`config.mk`:
```
export PLATFORM = sky130hd
export DESIGN_NAME = quoted_literal_escape_decoder_unit
export DESIGN_NICKNAME = d
export VERILOG_FILES = /design/src/design/qled_pkg.sv /design/src/design/qled_front.sv /design/src/design/qled_fifo.sv /design/src/design/qled_back.sv /design/src/design/quoted_literal_escape_decoder_unit.sv
export SDC_FILE = /design/constraint.sdc
export NUM_CORES = 1
export LEC_CHECK = 0
export BUFFER_PORTS_ARGS = -buffer_cell sky130_fd_sc_hd__buf_2
export CORE_MARGIN = 4
export CORE_UTILIZATION = 50
export CTS_BUF_LIST = sky130_fd_sc_hd__clkbuf_8
export CTS_CLUSTER_SIZE = 14
export DETAILED_ROUTE_END_ITERATION = 10
export GPL_TIMING_DRIVEN = 0
export PLACE_DENSITY = 0.67
export SLEW_MARGIN = 20
export SYNTH_ARGS = -nofsm -noshare
export SYNTH_HDL_FRONTEND = slang
export SYNTH_SLANG_ARGS = --single-unit
```
`constraint.sdc`:
```
create_clock -name clk -period 7.8 [get_ports clk]
set_input_delay 0.78 -clock clk [delete_from_list [all_inputs] [get_ports clk]]
set_output_delay 0.78 -clock clk [all_outputs]
set_load 0.01 [all_outputs]
```
`src/design/qled_pkg.sv`:
```
// Shared types and constants for the quoted literal escape decoder.
package qled_pkg;

  typedef struct packed {
    logic [7:0] source_byte;
    logic       source_end;
  } in_item_t;

  typedef struct packed {
    logic [7:0] char_value;
    logic       escape_bad;
    logic       is_final;
    logic [2:0] literal_status;
    logic       last_of_run;
  } out_item_t;

  // One result without its run marker, as it sits in the queue
  typedef struct packed {
    logic [7:0] char_value;
    logic       escape_bad;
    logic       is_final;
    logic [2:0] literal_status;
  } res_t;

  // All results caused by one input byte
  typedef struct packed {
    logic two;
    res_t r0;
    res_t r1;
  } bundle_t;

  localparam logic [2:0] ST_STRING_OK    = 3'd0;
  localparam logic [2:0] ST_CHAR_OK      = 3'd1;
  localparam logic [2:0] ST_UNTERMINATED = 3'd2;
  localparam logic [2:0] ST_CHAR_LENGTH  = 3'd3;
  localparam logic [2:0] ST_NOT_QUOTE    = 3'd4;

  localparam logic [7:0] BAD_CHAR = 8'hFF;

endpackage

```
`src/design/qled_front.sv`:
```
// Front end: literal state machine, decodes each byte into a bundle of results.
module qled_front import qled_pkg::*; (
  input  logic     clk,
  input  logic     rst_n,
  input  logic     acc,
  input  in_item_t item,
  output logic     q_push,
  output bundle_t  q_data
);

  typedef enum logic [2:0] {
    PH_IDLE = 3'd0,
    PH_BODY = 3'd1,
    PH_ESC  = 3'd2,
    PH_HEX  = 3'd3,
    PH_OCT  = 3'd4
  } phase_t;

  typedef struct packed {
    logic emit;
    logic fin;
    logic esc;
    res_t res;
  } body_t;

  phase_t     phase_r, phase_nxt;
  logic       sq_r, sq_nxt;
  logic [8:0] ev_r, ev_nxt;
  logic [3:0] dc_r, dc_nxt;
  logic [1:0] dl_r, dl_nxt;
  logic [1:0] n;
  res_t       r0, r1;
  body_t      bd_cur, bd_inc;
  logic [7:0] b;
  logic       hex_ok;
  logic [3:0] hex_val;
  logic       is_oct;
  logic       esc_known;
  logic [7:0] esc_val;

  function automatic logic [1:0] sat_inc(input logic [1:0] d);
    return (d < 2'd2) ? d + 2'd1 : d;
  endfunction

  function automatic res_t mk_char(input logic [7:0] v, input logic bad);
    res_t r;
    r.char_value     = v;
    r.escape_bad     = bad;
    r.is_final       = 1'b0;
    r.literal_status = ST_STRING_OK;
    return r;
  endfunction

  function automatic res_t mk_final(input logic [2:0] st);
    res_t r;
    r.char_value     = 8'd0;
    r.escape_bad     = 1'b0;
    r.is_final       = 1'b1;
    r.literal_status = st;
    return r;
  endfunction

  function automatic res_t oct_res(input logic [8:0] v);
    return v[8] ? mk_char(BAD_CHAR, 1'b1) : mk_char(v[7:0], 1'b0);
  endfunction

  // Ordinary body byte: closing quote, backslash or plain character
  function automatic body_t body_fn(input logic [7:0] c, input logic sq, input logic [1:0] dl);
    body_t   r;
    logic [7:0] q;
    q     = sq ? 8'h27 : 8'h22;
    r.emit = 1'b0;
    r.fin  = 1'b0;
    r.esc  = 1'b0;
    r.res  = mk_char(c, 1'b0);
    if (c == q) begin
      r.emit = 1'b1;
      r.fin  = 1'b1;
      r.res  = mk_final(sq ? ((dl == 2'd1) ? ST_CHAR_OK : ST_CHAR_LENGTH) : ST_STRING_OK);
    end else if (c == 8'h5C) begin
      r.esc = 1'b1;
    end else begin
      r.emit = 1'b1;
    end
    return r;
  endfunction

  assign b      = item.source_byte;
  assign bd_cur = body_fn(b, sq_r, dl_r);
  assign bd_inc = body_fn(b, sq_r, sat_inc(dl_r));
  assign is_oct = (b >= 8'h30) && (b <= 8'h37);

  always_comb begin
    hex_ok  = 1'b1;
    hex_val = 4'd0;
    if (b >= 8'h30 && b <= 8'h39) begin
      hex_val = 4'(b - 8'h30);
    end else if (b >= 8'h61 && b <= 8'h66) begin
      hex_val = 4'(b - 8'h57);
    end else if (b >= 8'h41 && b <= 8'h46) begin
      hex_val = 4'(b - 8'h37);
    end else begin
      hex_ok = 1'b0;
    end
  end

  always_comb begin
    esc_known = 1'b1;
    esc_val   = BAD_CHAR;
    unique case (b)
      8'h6E:   esc_val = 8'd10;
      8'h74:   esc_val = 8'd9;
      8'h5C:   esc_val = 8'd92;
      8'h22:   esc_val = 8'd34;
      8'h27:   esc_val = 8'd39;
      8'h72:   esc_val = 8'd13;
      8'h62:   esc_val = 8'd8;
      8'h66:   esc_val = 8'd12;
      8'h76:   esc_val = 8'd11;
      8'h61:   esc_val = 8'd7;
      default: esc_known = 1'b0;
    endcase
  end

  always_comb begin
    phase_nxt = phase_r;
    sq_nxt    = sq_r;
    ev_nxt    = ev_r;
    dc_nxt    = dc_r;
    dl_nxt    = dl_r;
    n         = 2'd0;
    r0        = mk_final(ST_STRING_OK);
    r1        = mk_final(ST_STRING_OK);
    if (acc) begin
      if (phase_r != PH_IDLE && item.source_end) begin
        // Resolve any pending escape, then close as unterminated
        phase_nxt = PH_IDLE;
        ev_nxt    = 9'd0;
        dc_nxt    = 4'd0;
        if (phase_r == PH_BODY) begin
          r0 = mk_final(ST_UNTERMINATED);
          n  = 2'd1;
        end else begin
          r0     = (phase_r == PH_OCT) ? oct_res(ev_r) : mk_char(BAD_CHAR, 1'b1);
          r1     = mk_final(ST_UNTERMINATED);
          dl_nxt = sat_inc(dl_r);
          n      = 2'd2;
        end
      end else begin
        unique case (phase_r)
          PH_IDLE: begin
            if (!item.source_end) begin
              if (b == 8'h27 || b == 8'h22) begin
                sq_nxt    = (b == 8'h27);
                dl_nxt    = 2'd0;
                ev_nxt    = 9'd0;
                dc_nxt    = 4'd0;
                phase_nxt = PH_BODY;
              end else begin
                r0     = mk_final(ST_NOT_QUOTE);
                n      = 2'd1;
                ev_nxt = 9'd0;
                dc_nxt = 4'd0;
              end
            end
          end
          PH_BODY: begin
            r0 = bd_cur.res;
            n  = {1'b0, bd_cur.emit};
            if (bd_cur.fin) begin
              phase_nxt = PH_IDLE;
              ev_nxt    = 9'd0;
              dc_nxt    = 4'd0;
            end else if (bd_cur.esc) begin
              phase_nxt = PH_ESC;
            end else begin
              dl_nxt = sat_inc(dl_r);
            end
          end
          PH_ESC: begin
            phase_nxt = PH_BODY;
            if (b == 8'h78 || b == 8'h75 || b == 8'h55) begin
              phase_nxt = PH_HEX;
              ev_nxt    = 9'd0;
              dc_nxt    = (b == 8'h78) ? 4'd2 : (b == 8'h75) ? 4'd4 : 4'd8;
            end else if (is_oct) begin
              phase_nxt = PH_OCT;
              ev_nxt    = {6'd0, b[2:0]};
              dc_nxt    = 4'd1;
            end else begin
              r0     = mk_char(esc_val, !esc_known);
              n      = 2'd1;
              dl_nxt = sat_inc(dl_r);
            end
          end
          PH_HEX: begin
            if (hex_ok) begin
              ev_nxt = {1'b0, ev_r[3:0], hex_val};
              dc_nxt = (dc_r != 4'd0) ? dc_r - 4'd1 : dc_r;
              if (dc_r <= 4'd1) begin
                phase_nxt = PH_BODY;
                r0        = mk_char({ev_r[3:0], hex_val}, 1'b0);
                n         = 2'd1;
                dl_nxt    = sat_inc(dl_r);
              end
            end else begin
              // Flag the broken escape, then take the byte again as body
              r0 = mk_char(BAD_CHAR, 1'b1);
              r1 = bd_inc.res;
              n  = bd_inc.emit ? 2'd2 : 2'd1;
              dl_nxt = (bd_inc.emit && !bd_inc.fin) ? sat_inc(sat_inc(dl_r)) : sat_inc(dl_r);
              if (bd_inc.fin) begin
                phase_nxt = PH_IDLE;
                ev_nxt    = 9'd0;
                dc_nxt    = 4'd0;
              end else if (bd_inc.esc) begin
                phase_nxt = PH_ESC;
              end else begin
                phase_nxt = PH_BODY;
              end
            end
          end
          PH_OCT: begin
            if (is_oct) begin
              ev_nxt = {ev_r[5:0], b[2:0]};
              dc_nxt = dc_r + 4'd1;
              if (dc_r >= 4'd2) begin
                phase_nxt = PH_BODY;
                r0        = oct_res({ev_r[5:0], b[2:0]});
                n         = 2'd1;
                dl_nxt    = sat_inc(dl_r);
              end
            end else begin
              r0 = oct_res(ev_r);
              r1 = bd_inc.res;
              n  = bd_inc.emit ? 2'd2 : 2'd1;
              dl_nxt = (bd_inc.emit && !bd_inc.fin) ? sat_inc(sat_inc(dl_r)) : sat_inc(dl_r);
              if (bd_inc.fin) begin
                phase_nxt = PH_IDLE;
                ev_nxt    = 9'd0;
                dc_nxt    = 4'd0;
              end else if (bd_inc.esc) begin
                phase_nxt = PH_ESC;
              end else begin
                phase_nxt = PH_BODY;
              end
            end
          end
          default: begin
            phase_nxt = PH_IDLE;
          end
        endcase
      end
    end
  end

  assign q_push    = acc && (n != 2'd0);
  assign q_data.two = (n == 2'd2);
  assign q_data.r0  = r0;
  assign q_data.r1  = r1;

  always_ff @(posedge clk) begin
    if (!rst_n) begin
      phase_r <= PH_IDLE;
      sq_r    <= 1'b0;
      ev_r    <= 9'd0;
      dc_r    <= 4'd0;
      dl_r    <= 2'd0;
    end else begin
      phase_r <= phase_nxt;
      sq_r    <= sq_nxt;
      ev_r    <= ev_nxt;
      dc_r    <= dc_nxt;
      dl_r    <= dl_nxt;
    end
  end

endmodule

```
`src/design/qled_fifo.sv`:
```
// Short queue of result bundles between the front and back ends.
module qled_fifo import qled_pkg::*; #(
  parameter int DEPTH = 4
) (
  input  logic    clk,
  input  logic    rst_n,
  input  logic    wr,
  input  bundle_t wr_data,
  output logic    full,
  input  logic    rd,
  output bundle_t rd_data,
  output logic    empty
);

  localparam int PTR_W = (DEPTH > 1) ? $clog2(DEPTH) : 1;
  localparam int CNT_W = $clog2(DEPTH + 1);

  bundle_t          mem_r [DEPTH];
  logic [PTR_W-1:0] wp_r, wp_nxt;
  logic [PTR_W-1:0] rp_r, rp_nxt;
  logic [CNT_W-1:0] cnt_r, cnt_nxt;
  logic             do_wr, do_rd;

  assign full    = (cnt_r == CNT_W'(DEPTH));
  assign empty   = (cnt_r == '0);
  assign do_wr   = wr && !full;
  assign do_rd   = rd && !empty;
  assign rd_data = mem_r[rp_r];

  always_comb begin
    wp_nxt  = wp_r;
    rp_nxt  = rp_r;
    cnt_nxt = cnt_r;
    if (do_wr) begin
      wp_nxt = (wp_r == PTR_W'(DEPTH - 1)) ? '0 : wp_r + PTR_W'(1);
    end
    if (do_rd) begin
      rp_nxt = (rp_r == PTR_W'(DEPTH - 1)) ? '0 : rp_r + PTR_W'(1);
    end
    if (do_wr && !do_rd) begin
      cnt_nxt = cnt_r + CNT_W'(1);
    end else if (do_rd && !do_wr) begin
      cnt_nxt = cnt_r - CNT_W'(1);
    end
  end

  always_ff @(posedge clk) begin
    if (do_wr) begin
      mem_r[wp_r] <= wr_data;
    end
  end

  always_ff @(posedge clk) begin
    if (!rst_n) begin
      wp_r  <= '0;
      rp_r  <= '0;
      cnt_r <= '0;
    end else begin
      wp_r  <= wp_nxt;
      rp_r  <= rp_nxt;
      cnt_r <= cnt_nxt;
    end
  end

endmodule

```
`src/design/qled_back.sv`:
```
// Back end: unpacks each queued bundle into one or two result transfers.
module qled_back import qled_pkg::*; (
  input  logic      clk,
  input  logic      rst_n,
  input  bundle_t   head,
  input  logic      q_empty,
  output logic      q_pop,
  input  logic      pop,
  output logic      empty,
  output out_item_t out_item
);

  logic sub_r, sub_nxt;
  res_t cur;
  logic take;

  assign empty = q_empty;
  assign take  = pop && !q_empty;
  assign cur   = sub_r ? head.r1 : head.r0;

  assign out_item.char_value     = cur.char_value;
  assign out_item.escape_bad     = cur.escape_bad;
  assign out_item.is_final       = cur.is_final;
  assign out_item.literal_status = cur.literal_status;
  assign out_item.last_of_run    = sub_r || !head.two;

  // Hold the bundle for a second transfer when it carries two results
  always_comb begin
    sub_nxt = sub_r;
    q_pop   = 1'b0;
    if (take) begin
      if (!sub_r && head.two) begin
        sub_nxt = 1'b1;
      end else begin
        sub_nxt = 1'b0;
        q_pop   = 1'b1;
      end
    end
  end

  always_ff @(posedge clk) begin
    if (!rst_n) begin
      sub_r <= 1'b0;
    end else begin
      sub_r <= sub_nxt;
    end
  end

endmodule

```
`src/design/quoted_literal_escape_decoder_unit.sv`:
```
// Quoted literal escape decoder, top level.
// Each result passes through the registered bundle queue before it reaches the output.
// Throughput: one byte per cycle while the queue is not full; a byte with two results takes two output transfers.
// Sustained rate is set by the output side draining the bundle queue (DEPTH entries).
// Reset (rst_n low, synchronous) returns to idle awaiting an opening quote, queue empty.
module quoted_literal_escape_decoder_unit import qled_pkg::*; #(
  parameter int DEPTH = 4
) (
  input  logic      clk,
  input  logic      rst_n,
  input  logic      push,
  output logic      full,
  input  in_item_t  in_item,
  output logic      empty,
  input  logic      pop,
  output out_item_t out_item
);

  logic    acc;
  logic    q_push;
  logic    q_full;
  logic    q_pop;
  logic    q_empty;
  bundle_t q_wdata;
  bundle_t q_head;

  assign full = q_full;
  assign acc  = push && !q_full;

  qled_front u_front (
    .clk    (clk),
    .rst_n  (rst_n),
    .acc    (acc),
    .item   (in_item),
    .q_push (q_push),
    .q_data (q_wdata)
  );

  qled_fifo #(
    .DEPTH (DEPTH)
  ) u_fifo (
    .clk     (clk),
    .rst_n   (rst_n),
    .wr      (q_push),
    .wr_data (q_wdata),
    .full    (q_full),
    .rd      (q_pop),
    .rd_data (q_head),
    .empty   (q_empty)
  );

  qled_back u_back (
    .clk      (clk),
    .rst_n    (rst_n),
    .head     (q_head),
    .q_empty  (q_empty),
    .q_pop    (q_pop),
    .pop      (pop),
    .empty    (empty),
    .out_item (out_item)
  );

`ifndef SYNTH
  a_pop_not_empty: assert property (@(posedge clk) disable iff (!rst_n)
    q_pop |-> !q_empty)
    else $error("queue popped while empty");

  a_push_not_full: assert property (@(posedge clk) disable iff (!rst_n)
    q_push |-> !q_full)
    else $error("queue written while full");

  a_final_last: assert property (@(posedge clk) disable iff (!rst_n)
    (!empty && out_item.is_final) |-> out_item.last_of_run)
    else $error("final status not last of its run");

  a_final_clean: assert property (@(posedge clk) disable iff (!rst_n)
    (!empty && out_item.is_final) |-> (out_item.char_value == 8'd0 && !out_item.escape_bad))
    else $error("final status carries a character");
`endif

endmodule

```
==> impl_metrics.env <==
export IMPL_outcome="finished, final reports clean"
export IMPL_clock_fmax_ghz=0.2225
export IMPL_netlist_area_um2=7151
export IMPL_syn_to_final_growth_pct=11.99
export IMPL_dp_hpwl_um=14500
export IMPL_netlist_cell_type_count=81
export IMPL_synthTopCellsByArea="edfxtp_1 (42%), dfxtp_1 (8.1%), mux4_2 (7.9%)"
export IMPL_setup_tns_ps=0
export IMPL_wl_per_cell_um=22.51
export IMPL_syn_inst=635
export IMPL_clk_transition_reported_paths_ps=70
export IMPL_slowest_stage="o32ai_2"
export IMPL_min_period_ps=4495
export IMPL_ir_worst_vdd_mv=0.09075
export IMPL_cts_hold_buffers=0
export IMPL_vias=5511
export IMPL_hp_class="reg -> reg"
export IMPL_cp_startpoint="in_item[2]"
export IMPL_ff2ff_setup_slack_ps=4040
export IMPL_skew_ps=17.18
export IMPL_synth_top_cell_by_area="edfxtp_1"
export IMPL_post_cts_buffers=0
export IMPL_synth_top_area_share_pct=41.99
export IMPL_grt_overflow=0
export IMPL_maxSlewHeadroom_pct=38.68
export IMPL_gp_congestion=0.9479
export IMPL_path_max_fanout=9
export IMPL_yosys_most_used_dff="edfxtp_1"
export IMPL_ys_seq_area_share_pct=50.11
export IMPL_critPathCapture="u_fifo.cnt_r[2]$_SDFFE_PN0P_"
export IMPL_synth_edf_count=100
export IMPL_clock_root_buffer="clkbuf_8"
export IMPL_clk_latency_ps=440
export IMPL_rows=43
export IMPL_cts_repair_resized=0
export IMPL_final_nets=716
export IMPL_ant_nets=0
export IMPL_die_area_um2=16280
export IMPL_antenna_found_initial=0
export IMPL_path_class="in -> reg"
export IMPL_syn_area_per_cell_um2=11.26
export IMPL_grt_pass1_vias=5628
export IMPL_cts_tree="built"
export IMPL_tightestPinTransition_ps=919.8
export IMPL_die_height_um=127.6
export IMPL_drt_pass1_iterations=6
export IMPL_layout_commonest_cell="edfxtp_1"
export IMPL_drt_iter0_drc=531
export IMPL_r2r_end="u_fifo.cnt_r[2]$_SDFFE_PN0P_"
export IMPL_hold_viol_final=0
export IMPL_powerDensity_nw_per_um2=209.4
export IMPL_portBuffers=26
export IMPL_io_pins=29
export IMPL_core_um2=13930
export IMPL_cp_arrival_ps=4860
export IMPL_numCtsBuffers=17
export IMPL_drcViolationCount=0
export IMPL_setup_viol=0
export IMPL_end_kind="flop"
export IMPL_synth_async_reset_ratio_pct=0
export IMPL_ctsLongestPathBuffers=2
export IMPL_drive_gt1_share_pct=19.40
export IMPL_grtUsageTotal_pct=25.00
export IMPL_finalWirelength_um=19720
export IMPL_routed_via_density=6.291
export IMPL_leakagePower_nw=2.779
export IMPL_cp_common_cell="inv_1"
export IMPL_htree_levels=4
export IMPL_place_inst=845
export IMPL_reg2reg_depth=14
export IMPL_syn_nets=667
export IMPL_max_stage_delay_ps=510
export IMPL_crit_path_start_kind="input port"
export IMPL_drv_slew=0
export IMPL_crit_chain="buf_2, clkbuf_1, inv_1, ha_1, buf_2, nand2_1, o32ai_2, nor3_1, a211o_1, or3_4, a21oi_4, inv_1, ha_1, inv_1, fa_1, xor2_1, or3_1, a21oi_1"
export IMPL_fin_cells=876
export IMPL_layout_common_cells="edfxtp_1 (100), nor2_1 (58), nand2_1 (41)"
export IMPL_synth_warnings=0
export IMPL_reg2reg_from="u_front.dc_r[0]$_SDFFE_PN0P_"
export IMPL_maxCapViolCount=0
export IMPL_period_share_pct=57.62
export IMPL_grt_pass1_wl_um=30910
export IMPL_start_util_pct=51.32
export IMPL_synth_seq_cells=129
export IMPL_antenna_cells=0
export IMPL_n_fill_cell=1191
export IMPL_rsz0062_at_grt="no"
export IMPL_clkSinkCount=129
export IMPL_die_x_um=127.6
export IMPL_required_ps=8160
export IMPL_grt_max_degree=21
-- synth_stat cells, types with 3 or more instances --
library cell / n
nor2b_1: 13
nor3_1: 34
o21a_1: 7
nand2_1: 41
ha_1: 18
or2_2: 3
a21o_1: 6
xor2_1: 4
nor4_1: 7
inv_1: 17
nand3b_1: 4
o211ai_1: 3
o21ai_1: 3
mux2i_1: 4
o21ai_0: 33
a221oi_1: 3
buf_2: 12
a2111oi_0: 3
mux4_2: 25
nand2b_1: 10
clkbuf_1: 21
a211oi_1: 7
edfxtp_1: 100
a221o_1: 3
o2bb2ai_1: 8
nor2_1: 58
a22oi_1: 7
dfxtp_1: 29
mux2_2: 12
a31oi_1: 7
o311ai_0: 3
buf_1: 8
nand3_1: 9
or3_1: 11
and2_1: 12
nand4_1: 3
a21oi_1: 34
-- where the power goes --
group | leakage, nW | switching, mW | internal (mW)
logic | 1.39 | 0.198 | 0.164
registers | 1.20 | 0.0174 | 0.772
clock network | 0.184 | 0.251 | 0.275
-- logic make-up (layout without fill, tap and decap cells) --
group,after synthesis,count (layout),share of synthesized area (%)
AND/OR/NAND/NOR,224,224,16.59
buffers and inverters,62,123,3.535
multiplexers,41,41,10.32
flip-flops,129,129,50.11
XOR/XNOR,4,4,0.4899
AO/OA/AOI/OAI,156,156,15.52
adder cells (fa/ha/maj),19,19,3.430
-- area by class of cell --
cell class	count	area, um^2	area share, %
flip-flops and latches	129	3583	44.75
multi-input cells	444	3344	41.77
repair buffers	30	240.2	3.000
clock buffers	17	234.0	2.922
well taps	180	225.2	2.813
plain buffers	43	181.4	2.266
clock inverters	14	127.6	1.594
inverters	19	71.32	0.8906
-- layer usage --
metal  GRT usage (%)  up-vias  wire length (um)
met5               0        -                 0
met4           11.80        0               875
met3           5.518       61              1258
met2           40.88      241              9461
met1           31.75     2678              8122
li1                -     2531                 -
-- how the worst min path moves through the flow --
stage | end | cells after the start | slack [ps] | start
after global placement | u_fifo.cnt_r[2]$_SDFFE_PN0P_ | 2 | 490 | u_fifo.cnt_r[2]$_SDFFE_PN0P_
after detailed placement | u_front.ev_r[7]$_SDFFE_PN0P_ | 1 | 510 | u_front.ev_r[7]$_SDFFE_PN0P_
after floorplan | u_front.ev_r[7]$_SDFFE_PN0P_ | 1 | 440 | u_front.ev_r[7]$_SDFFE_PN0P_
after global routing | u_fifo.cnt_r[2]$_SDFFE_PN0P_ | 2 | 550 | u_fifo.cnt_r[2]$_SDFFE_PN0P_
final | u_fifo.wp_r[1]$_SDFFE_PN0P_ | 2 | 520 | u_fifo.wp_r[1]$_SDFFE_PN0P_
after CTS | u_fifo.wp_r[1]$_SDFFE_PN0P_ | 2 | 520 | u_fifo.wp_r[1]$_SDFFE_PN0P_
-- state kept, by name, summed over array words and instances (netlist names), named ones only --
name and flops:
u_front.dl_r 2, u_fifo.wp_r 2, u_front.ev_r 9, u_fifo.cnt_r 3, u_front.phase_r 3, u_front.sq_r 1, u_back.sub_r 1, u_fifo.rp_r 2
u_fifo.mem_r 100, u_front.dc_r 4
-- through the flow --
step | cell area, um^2 | total power [mW] | hold slack [ps] | worst slack (ps) | util [%]
final | 8008 | 1.677 | 517.5 | 3305 | 57.47
after global routing | 8008 | 1.758 | 547.6 | 3148 | 57.47
after CTS | 8008 | 1.689 | 524.6 | 3381 | 57.47
after detailed placement | 7646 | 1.168 | 511.6 | 2934 | 54.87
after global placement | 7506 | 1.144 | 486.5 | 2007 | 53.87
after floorplan | 7151 | 1.048 | 442.7 | 3779 | -
-- worst max-delay path: cells and delay by family --
kind | cells | cell delay [ps]
AO/OA/AOI/OAI | 4 | 1310
AND/OR/NAND/NOR | 4 | 1060
buffers and inverters | 6 | 1030
adder cells (fa/ha/maj) | 3 | 610
XOR/XNOR | 1 | 80
(Power assumes the default switching activity.)
